`src/hdl/lcfc_pkg.sv`:
```
// ----------------------------------------------------------------------------
// lcfc_pkg
// Shared types and constants for the light channel fade controller.
// ----------------------------------------------------------------------------
package lcfc_pkg;

	localparam int DUTY_W   = 8;
	localparam int COUNT_W  = 16;
	localparam int EVENT_W  = 3;
	localparam int MODE_W   = 3;
	localparam int CFG_IDX_W = 1;

	localparam logic [DUTY_W-1:0]  DUTY_FULL = '1;
	localparam logic [COUNT_W-1:0] COUNT_MAX = '1;

	localparam logic [COUNT_W-1:0] CUTOFF_RESET     = 16'd600;
	localparam logic [COUNT_W-1:0] EXIT_DELAY_RESET = 16'd30;

	localparam logic [CFG_IDX_W-1:0] REG_CUTOFF     = 1'd0;
	localparam logic [CFG_IDX_W-1:0] REG_EXIT_DELAY = 1'd1;

	typedef enum logic [MODE_W-1:0] {
		MODE_INIT       = 3'd0,
		MODE_OFF        = 3'd1,
		MODE_FADE_IN    = 3'd2,
		MODE_ON         = 3'd3,
		MODE_EXIT_DELAY = 3'd4,
		MODE_FADE_OUT   = 3'd5
	} mode_t;

	typedef enum logic [EVENT_W-1:0] {
		EV_OPEN      = 3'd0,
		EV_CLOSE     = 3'd1,
		EV_CLOSE_AMB = 3'd2,
		EV_AMB_ON    = 3'd3,
		EV_NOOP      = 3'd4,
		EV_COMPLETE  = 3'd5,
		EV_CUTOFF    = 3'd6,
		EV_TICK      = 3'd7
	} event_t;

	typedef struct packed {
		mode_t              mode;
		logic [DUTY_W-1:0]  duty;
		logic [COUNT_W-1:0] on_seconds;
		logic [COUNT_W-1:0] delay_seconds;
		logic               settled_off;
	} lcfc_state_t;

	typedef struct packed {
		logic [COUNT_W-1:0] cutoff_seconds;
		logic [COUNT_W-1:0] exit_delay_seconds;
	} lcfc_cfg_t;

endpackage

```
`src/hdl/lcfc_cfg.sv`:
```
// ----------------------------------------------------------------------------
// lcfc_cfg
// Configuration registers: cutoff time and exit delay, in seconds.
// ----------------------------------------------------------------------------
module lcfc_cfg (
	input  logic                              clk,
	input  logic                              arst_n,
	input  logic                              cfg_we,
	input  logic [lcfc_pkg::CFG_IDX_W-1:0]    cfg_index,
	input  logic [lcfc_pkg::COUNT_W-1:0]      cfg_data,
	output lcfc_pkg::lcfc_cfg_t               cfg
);
	import lcfc_pkg::*;

	lcfc_cfg_t cfg_q;

	always_ff @(posedge clk or negedge arst_n) begin
		if (!arst_n) begin
			cfg_q.cutoff_seconds     <= CUTOFF_RESET;
			cfg_q.exit_delay_seconds <= EXIT_DELAY_RESET;
		end else if (cfg_we) begin
			case (cfg_index)
				REG_CUTOFF:     cfg_q.cutoff_seconds     <= cfg_data;
				REG_EXIT_DELAY: cfg_q.exit_delay_seconds <= cfg_data;
				default:        cfg_q                    <= cfg_q;
			endcase
		end
	end

	assign cfg = cfg_q;

endmodule

```
`src/hdl/lcfc_next.sv`:
```
// ----------------------------------------------------------------------------
// lcfc_next
// Next-state logic: mode transitions and duty / counter updates per event.
// ----------------------------------------------------------------------------
module lcfc_next (
	input  lcfc_pkg::lcfc_state_t          cur,
	input  logic [lcfc_pkg::EVENT_W-1:0]   event_code,
	input  lcfc_pkg::lcfc_cfg_t            cfg,
	output lcfc_pkg::lcfc_state_t          nxt
);
	import lcfc_pkg::*;

	event_t             ev;
	logic [COUNT_W-1:0] on_inc;
	logic [COUNT_W-1:0] delay_inc;
	mode_t              mode_nxt;

	assign ev        = event_t'(event_code);
	assign on_inc    = (cur.on_seconds == COUNT_MAX) ? COUNT_MAX : cur.on_seconds + 1'b1;
	assign delay_inc = (cur.delay_seconds == COUNT_MAX) ? COUNT_MAX
		: cur.delay_seconds + 1'b1;

	// next mode
	always_comb begin
		mode_nxt = cur.mode;
		case (cur.mode)
			MODE_OFF: begin
				if (ev == EV_OPEN) mode_nxt = MODE_FADE_IN;
			end
			MODE_FADE_IN: begin
				if (ev == EV_COMPLETE) mode_nxt = MODE_ON;
				else if (ev == EV_CLOSE || ev == EV_CLOSE_AMB) mode_nxt = MODE_FADE_OUT;
				else if (ev == EV_NOOP && cur.duty == DUTY_FULL) mode_nxt = MODE_ON;
			end
			MODE_ON: begin
				if (ev == EV_CLOSE) mode_nxt = MODE_EXIT_DELAY;
				else if (ev == EV_CUTOFF || ev == EV_CLOSE_AMB) mode_nxt = MODE_FADE_OUT;
				else if (ev == EV_TICK && on_inc >= cfg.cutoff_seconds)
					mode_nxt = MODE_FADE_OUT;
			end
			MODE_EXIT_DELAY: begin
				if (ev == EV_OPEN) mode_nxt = MODE_ON;
				else if (ev == EV_COMPLETE || ev == EV_AMB_ON) mode_nxt = MODE_FADE_OUT;
				else if (ev == EV_TICK && delay_inc >= cfg.exit_delay_seconds)
					mode_nxt = MODE_FADE_OUT;
			end
			MODE_FADE_OUT: begin
				if (ev == EV_COMPLETE) mode_nxt = MODE_OFF;
				else if (ev == EV_OPEN) mode_nxt = MODE_FADE_IN;
				else if (ev == EV_NOOP && cur.duty == '0) mode_nxt = MODE_OFF;
			end
			default: begin
				if (ev == EV_OPEN) mode_nxt = MODE_FADE_IN;
				else if (ev == EV_CLOSE || ev == EV_CLOSE_AMB || ev == EV_NOOP)
					mode_nxt = MODE_OFF;
			end
		endcase
	end

	// duty, counters, settle flag
	always_comb begin
		nxt      = cur;
		nxt.mode = mode_nxt;
		case (cur.mode)
			MODE_OFF: begin
				if (ev == EV_OPEN) nxt.settled_off = 1'b0;
				else if (ev == EV_NOOP) begin
					nxt.settled_off = 1'b1;
					nxt.duty        = '0;
				end
			end
			MODE_FADE_IN: begin
				if (ev == EV_COMPLETE) nxt.on_seconds = '0;
				else if (ev == EV_NOOP) begin
					if (cur.duty == DUTY_FULL) nxt.on_seconds = '0;
					else nxt.duty = cur.duty + 1'b1;
				end
			end
			MODE_ON: begin
				if (ev == EV_CLOSE) nxt.delay_seconds = '0;
				else if (ev == EV_TICK) nxt.on_seconds = on_inc;
				else if (ev == EV_NOOP) nxt.duty = DUTY_FULL;
			end
			MODE_EXIT_DELAY: begin
				if (ev == EV_OPEN) nxt.on_seconds = '0;
				else if (ev == EV_TICK) nxt.delay_seconds = delay_inc;
			end
			MODE_FADE_OUT: begin
				if (ev == EV_NOOP && cur.duty != '0) nxt.duty = cur.duty - 1'b1;
			end
			default: begin
				nxt.duty = cur.duty;
			end
		endcase
	end

endmodule

```
`src/hdl/light_channel_fade_controller.sv`:
```
// ----------------------------------------------------------------------------
// light_channel_fade_controller
// Event-driven fade controller for one dimmable light channel.
// ----------------------------------------------------------------------------
// Result: an accepted event updates the state register; its result is valid in the cycle after its transaction.
// Throughput: one event per cycle; the state register doubles as the result
// register, so input stalls only while a result is held by output stall.
// Reset: asynchronous, active low; mode init, duty and counters zero,
// cutoff 600 s and exit delay 30 s.
module light_channel_fade_controller (
	input  logic                              clk,
	input  logic                              arst_n,
	input  logic                              in_valid,
	output logic                              in_stall,
	input  logic [lcfc_pkg::EVENT_W-1:0]      event_code,
	output logic                              out_valid,
	input  logic                              out_stall,
	output logic [lcfc_pkg::DUTY_W-1:0]       duty_level,
	output logic                              off_flag,
	output logic [lcfc_pkg::MODE_W-1:0]       state_code,
	input  logic                              cfg_we,
	input  logic [lcfc_pkg::CFG_IDX_W-1:0]    cfg_index,
	input  logic [lcfc_pkg::COUNT_W-1:0]      cfg_data
);
	import lcfc_pkg::*;

	lcfc_cfg_t   cfg;
	lcfc_state_t state_q;
	lcfc_state_t state_nxt;
	logic        out_valid_q;
	logic        in_accept;

	lcfc_cfg u_cfg (
		.clk       (clk),
		.arst_n    (arst_n),
		.cfg_we    (cfg_we),
		.cfg_index (cfg_index),
		.cfg_data  (cfg_data),
		.cfg       (cfg)
	);

	lcfc_next u_next (
		.cur        (state_q),
		.event_code (event_code),
		.cfg        (cfg),
		.nxt        (state_nxt)
	);

	assign in_stall  = out_valid_q & out_stall;
	assign in_accept = in_valid & ~in_stall;

	always_ff @(posedge clk or negedge arst_n) begin
		if (!arst_n) begin
			state_q.mode          <= MODE_INIT;
			state_q.duty          <= '0;
			state_q.on_seconds    <= '0;
			state_q.delay_seconds <= '0;
			state_q.settled_off   <= 1'b0;
			out_valid_q           <= 1'b0;
		end else begin
			if (in_accept) begin
				state_q <= state_nxt;
			end
			if (in_accept) begin
				out_valid_q <= 1'b1;
			end else if (!out_stall) begin
				out_valid_q <= 1'b0;
			end
		end
	end

	assign out_valid  = out_valid_q;
	assign duty_level = state_q.duty;
	assign off_flag   = state_q.settled_off;
	assign state_code = state_q.mode;

`ifndef SYNTHESIS
	a_accept_gives_result: assert property (@(posedge clk) disable iff (!arst_n)
		in_accept |=> out_valid)
		else $error("transaction accepted without a following result");

	a_settled_only_off: assert property (@(posedge clk) disable iff (!arst_n)
		off_flag |-> state_code == MODE_OFF)
		else $error("settled flag set outside off state");

	a_on_noop_full: assert property (@(posedge clk) disable iff (!arst_n)
		(in_accept && state_q.mode == MODE_ON && event_code == EV_NOOP)
		|=> duty_level == DUTY_FULL)
		else $error("noop in on state did not drive full duty");

	a_hold_when_stalled: assert property (@(posedge clk) disable iff (!arst_n)
		!in_accept |=> $stable(state_q))
		else $error("state changed without a transaction");
`endif

endmodule
```
`config.mk`:
```
export PLATFORM = sky130hd
export DESIGN_NAME = light_channel_fade_controller
export DESIGN_NICKNAME = d
export VERILOG_FILES = /design/src/hdl/lcfc_pkg.sv /design/src/hdl/lcfc_cfg.sv /design/src/hdl/lcfc_next.sv /design/src/hdl/light_channel_fade_controller.sv
export SDC_FILE = /design/constraint.sdc
export NUM_CORES = 1
export LEC_CHECK = 0
export BUFFER_PORTS_ARGS = -buffer_cell sky130_fd_sc_hd__buf_2
export CORE_MARGIN = 3
export CORE_UTILIZATION = 50
export CTS_CLUSTER_DIAMETER = 30
export DETAILED_ROUTE_END_ITERATION = 7
export PLACE_DENSITY_LB_ADDON = 0.15
export SETUP_SLACK_MARGIN = 0.2
export SLEW_MARGIN = 20
export SYNTH_ARGS = -nofsm -noshare
export SYNTH_HDL_FRONTEND = slang
export SYNTH_SLANG_ARGS = --single-unit
```
`constraint.sdc`:
```
create_clock -name clk -period 7.1 [get_ports clk]
set_input_delay 1.42 -clock clk [delete_from_list [all_inputs] [get_ports clk]]
set_output_delay 1.42 -clock clk [all_outputs]
set_load 0.05 [all_outputs]
```
==> metrics.cfg <==
[synthesis]
synth.distinct_cells=62
synth-xor-area-share_pct=3.828
synth_compound_gate_area_share_pct=19.59
synth.cell_area_um2=5492
ys_seq_elements=77
async_s_r_ff_share_synth_pct=100.0
syn_inst=638
yosys.area_share.simple_pct=19.71
synthAdderAreaFrac_pct=9.661
synth_mux_area_share_pct=4.762
postSynthAreaPerCell_um2=8.607
edff_count_synth=0
dominant_combinational_cell_family_by_area_after_synthesis=simple AND/OR/NAND/NOR gates
synth_seq_area_share_pct=35.27
synth-warning-count=0
synthFlopType=dfrtp_1
postSynthNetCount=704

[place]
numPortBuffers=38
place.detailed.instances=769
finalWeightedCongestion=0.8452
hpwl_after_detailed_placement_um=8705

[sta]
final-max-slew-violation-count=0
period_utilization_post_route_pct=53.25
report.final.hold_viol_count=0
finalWorstPathRequiredPeriod_ns=3.781
timing.clock.skew_ns=0.01065
max_freq_mhz=264.5
rsz_0062_raised_after_global_routing=no
fin_tns_setup_ns=0
worst_slew_slack_as_a_fraction_of_its_limit_pct=33.28
setup_violation_total_in_the_final_timing_report=0
max_slew.worst_pin.slew_ns=1.001

[drt]
ratio_of_routed_vias_to_standard_cells=5.837
detail_route.drc_violations=0
wl_um=12290
antenna_left=0
wl_per_cell_um=15.64
via_count=4588
initialDrtViolationCount=323
detail_route.first_pass.iterations=8

[die]
die_height_um=110.8
die_x_um=110.8
placementRows=37
floorplan.die_area_um2=12280
io-pin-count=39
initial_utilization_pct=52.26
fp.coreArea_um2=10510

[critical_path]
classification_of_the_worst_setup_path=reg2reg
worstPathMaxFanout=28
timing.critical_path.arrival_ns=4.02
reg2reg_depth=14
cp_data_required_time_ns=7.34
cp-start-kind=register
crit_path_end_kind=register

[clocking]
cts_root_buf=clkbuf_8
clkLatencyLatePin_ns=0.36
clk_pin_slew_ns=0.08
cts-root-to-sink-buffers=2
tritoncts.num_buffers=9
cts_sinks=77
postCtsSetupRepairBufs=0
h-tree-depth=3
cts_tree=yes
cts_hold_buf=0
cts_resized=0

[global_route]
track_usage_pct=20.59
first_global_vias=4407
grt.overflow.total=0
number_of_antenna_violations_at_the_first_check_in_global_routing=0
largest_net_degree_at_the_start_of_global_routing=78
wire_length_of_the_first_global_routing_pass_um=21200

[pwr]
power_frac_clock_pct=18.0
power.net_switching_uw=746.2
sequentialPowerShare_pct=37.5
sw_ratio_pct=43.89
worst_vdd_drop_mv=0.2206
p_int_uw=953.9
power_leakage_uw=0.002722
power-per-cell-area_nw_per_um2=293.0
power_frac_comb_pct=44.5

[worst_hold_path]
type_of_the_worst_min_delay_path=reg2reg
hold_path_depth=1

[final_layout]
post_route_cells_drive_above_1_share_pct=15.69
insertedDiodeCount=0
num-nets-final=711
area.growth.synth_to_final_pct=5.673
final_cell_count_no_fill=786

[run]
cap_violations=0

[outcome]
outcome=finished, final reports clean

-- metal layers --
metal,track usage [%],share of wire [%],up-vias
met4,7.553,2.1,0
li1,-,-,2264
met2,31.03,45,104
met3,4.585,4.8,20
met5,0,0,-
met1,29.00,48,2200
-- cells in the final DEF, fill, tap and decap left out, types with 8 or more instances in the layout --
cell,count
a21oi_1,81
dfrtp_1,69
nand2_1,65
nor2_1,42
ha_1,40
buf_2,37
o21ai_0,36
inv_1,36
nand3_1,27
mux2_2,21
xnor2_1,19
a31oi_1,11
and3_1,11
clkbuf_8,11
o22a_1,10
nand4_1,10
nand2b_1,9
nor3_1,8
nor2b_1,8
dfstp_2,8
-- cells in the mapped netlist, types with 2 or more instances --
cell / count / area (µm²)
a211o_1: 2 / 17.52
a211oi_1: 2 / 15.01
a21boi_0: 2 / 15.01
a21o_1: 5 / 37.54
a21oi_1: 81 / 405.4
a31o_2: 2 / 17.52
a31oi_1: 11 / 68.82
a41oi_1: 4 / 35.03
and2_1: 5 / 31.28
and3_1: 11 / 68.82
and3_2: 2 / 15.01
and3_4: 3 / 33.78
and3b_1: 3 / 26.28
and4_1: 4 / 35.03
buf_2: 18 / 90.09
buf_4: 13 / 97.59
buf_6: 2 / 22.52
clkbuf_1: 12 / 45.04
dfrtp_1: 69 / 1727
dfstp_2: 8 / 210.2
ha_1: 40 / 500.5
inv_1: 36 / 135.1
mux2_2: 21 / 236.5
nand2_1: 65 / 244.0
nand2b_1: 9 / 56.30
nand3_1: 27 / 135.1
nand4_1: 10 / 62.56
nor2_1: 42 / 157.7
nor2b_1: 9 / 56.30
nor3_1: 8 / 40.04
nor3b_1: 3 / 22.52
nor4_1: 2 / 12.51
o211ai_1: 4 / 30.03
o21a_1: 4 / 30.03
o21ai_0: 36 / 180.2
o21bai_1: 2 / 15.01
o22a_1: 10 / 87.58
o31ai_1: 4 / 30.03
or2_2: 2 / 12.51
xnor2_1: 19 / 166.4
xor2_1: 5 / 43.79
-- flip-flops by register name, summed over array words and instances, names as in the netlist --
register    cells
state_q        32
off_flag        1
duty_level      8
u_cfg.cfg      32
out_valid       1
state_code      3
-- path summary, 6_finish.rpt --
check	start	end	slack, ns
max	state_q[17]	state_code[2]	3.32
min	off_flag	off_flag	0.51
max reg2reg	state_q[17]	state_code[2]	3.32
min reg2reg	off_flag	off_flag	0.51
max in group asynchronous	arst_n	state_q[26]	5.22
min in group asynchronous	arst_n	state_q[16]	1.22
-- worst max-delay path, cell delays in order (launching register included) --
cell and delay [ns]:
dfrtp_1 0.43, ha_1 0.27, and3_2 0.26, and3_4 0.21, and3_2 0.21, nand3_1 0.16
buf_4 0.31, o21ai_0 0.18, ha_1 0.33, nand2_1 0.06, nor3_1 0.17, a211oi_1 0.12
o31ai_1 0.36, nor2b_1 0.24, mux2_2 0.35
-- final cells by class --
cell class / count / area [µm²]
Multi-Input combinational cell: 479 / 3171
Fill cell: 1007 / 4706
Timing Repair Buffer: 41 / 215.2
Sequential cell: 77 / 1937
Clock buffer: 15 / 166.4
Inverter: 37 / 138.9
Clock inverter: 1 / 5.005
Tap cell: 136 / 170.2
-- metrics by stage --
stage	utilization [%]	instance area (µm²)	hold slack, ns	setup slack [ns]	total power (µW)
final	55.22	5803	0.5100	3.319	1700
after floorplan	-	5492	0.4794	3.597	1267
after global placement	53.45	5617	0.4889	3.321	1374
after global routing	55.22	5803	0.5328	2.994	1832
after CTS	55.08	5788	0.5159	3.275	1711
after detailed placement	53.45	5617	0.4979	3.307	1398
-- kinds of logic (layout without fill, tap and decap cells) --
logic type | after synthesis | count (layout)
compound gates | 178 | 178
xor+xnor | 24 | 24
fa+ha+maj | 42 | 42
buf+inv | 82 | 94
flops | 77 | 77
mux | 23 | 23
simple gates | 212 | 212
-- power groups by stage --
stage | Combinational [µW] | Clock (µW) | Sequential (µW)
global placement | 734 | 0 | 640
global route | 840 | 335 | 656
CTS | 757 | 318 | 636
detailed placement | 753 | 0 | 645
finish | 756 | 306 | 638
floorplan | 655 | 0 | 612
Power figures use the tool's default switching activity.
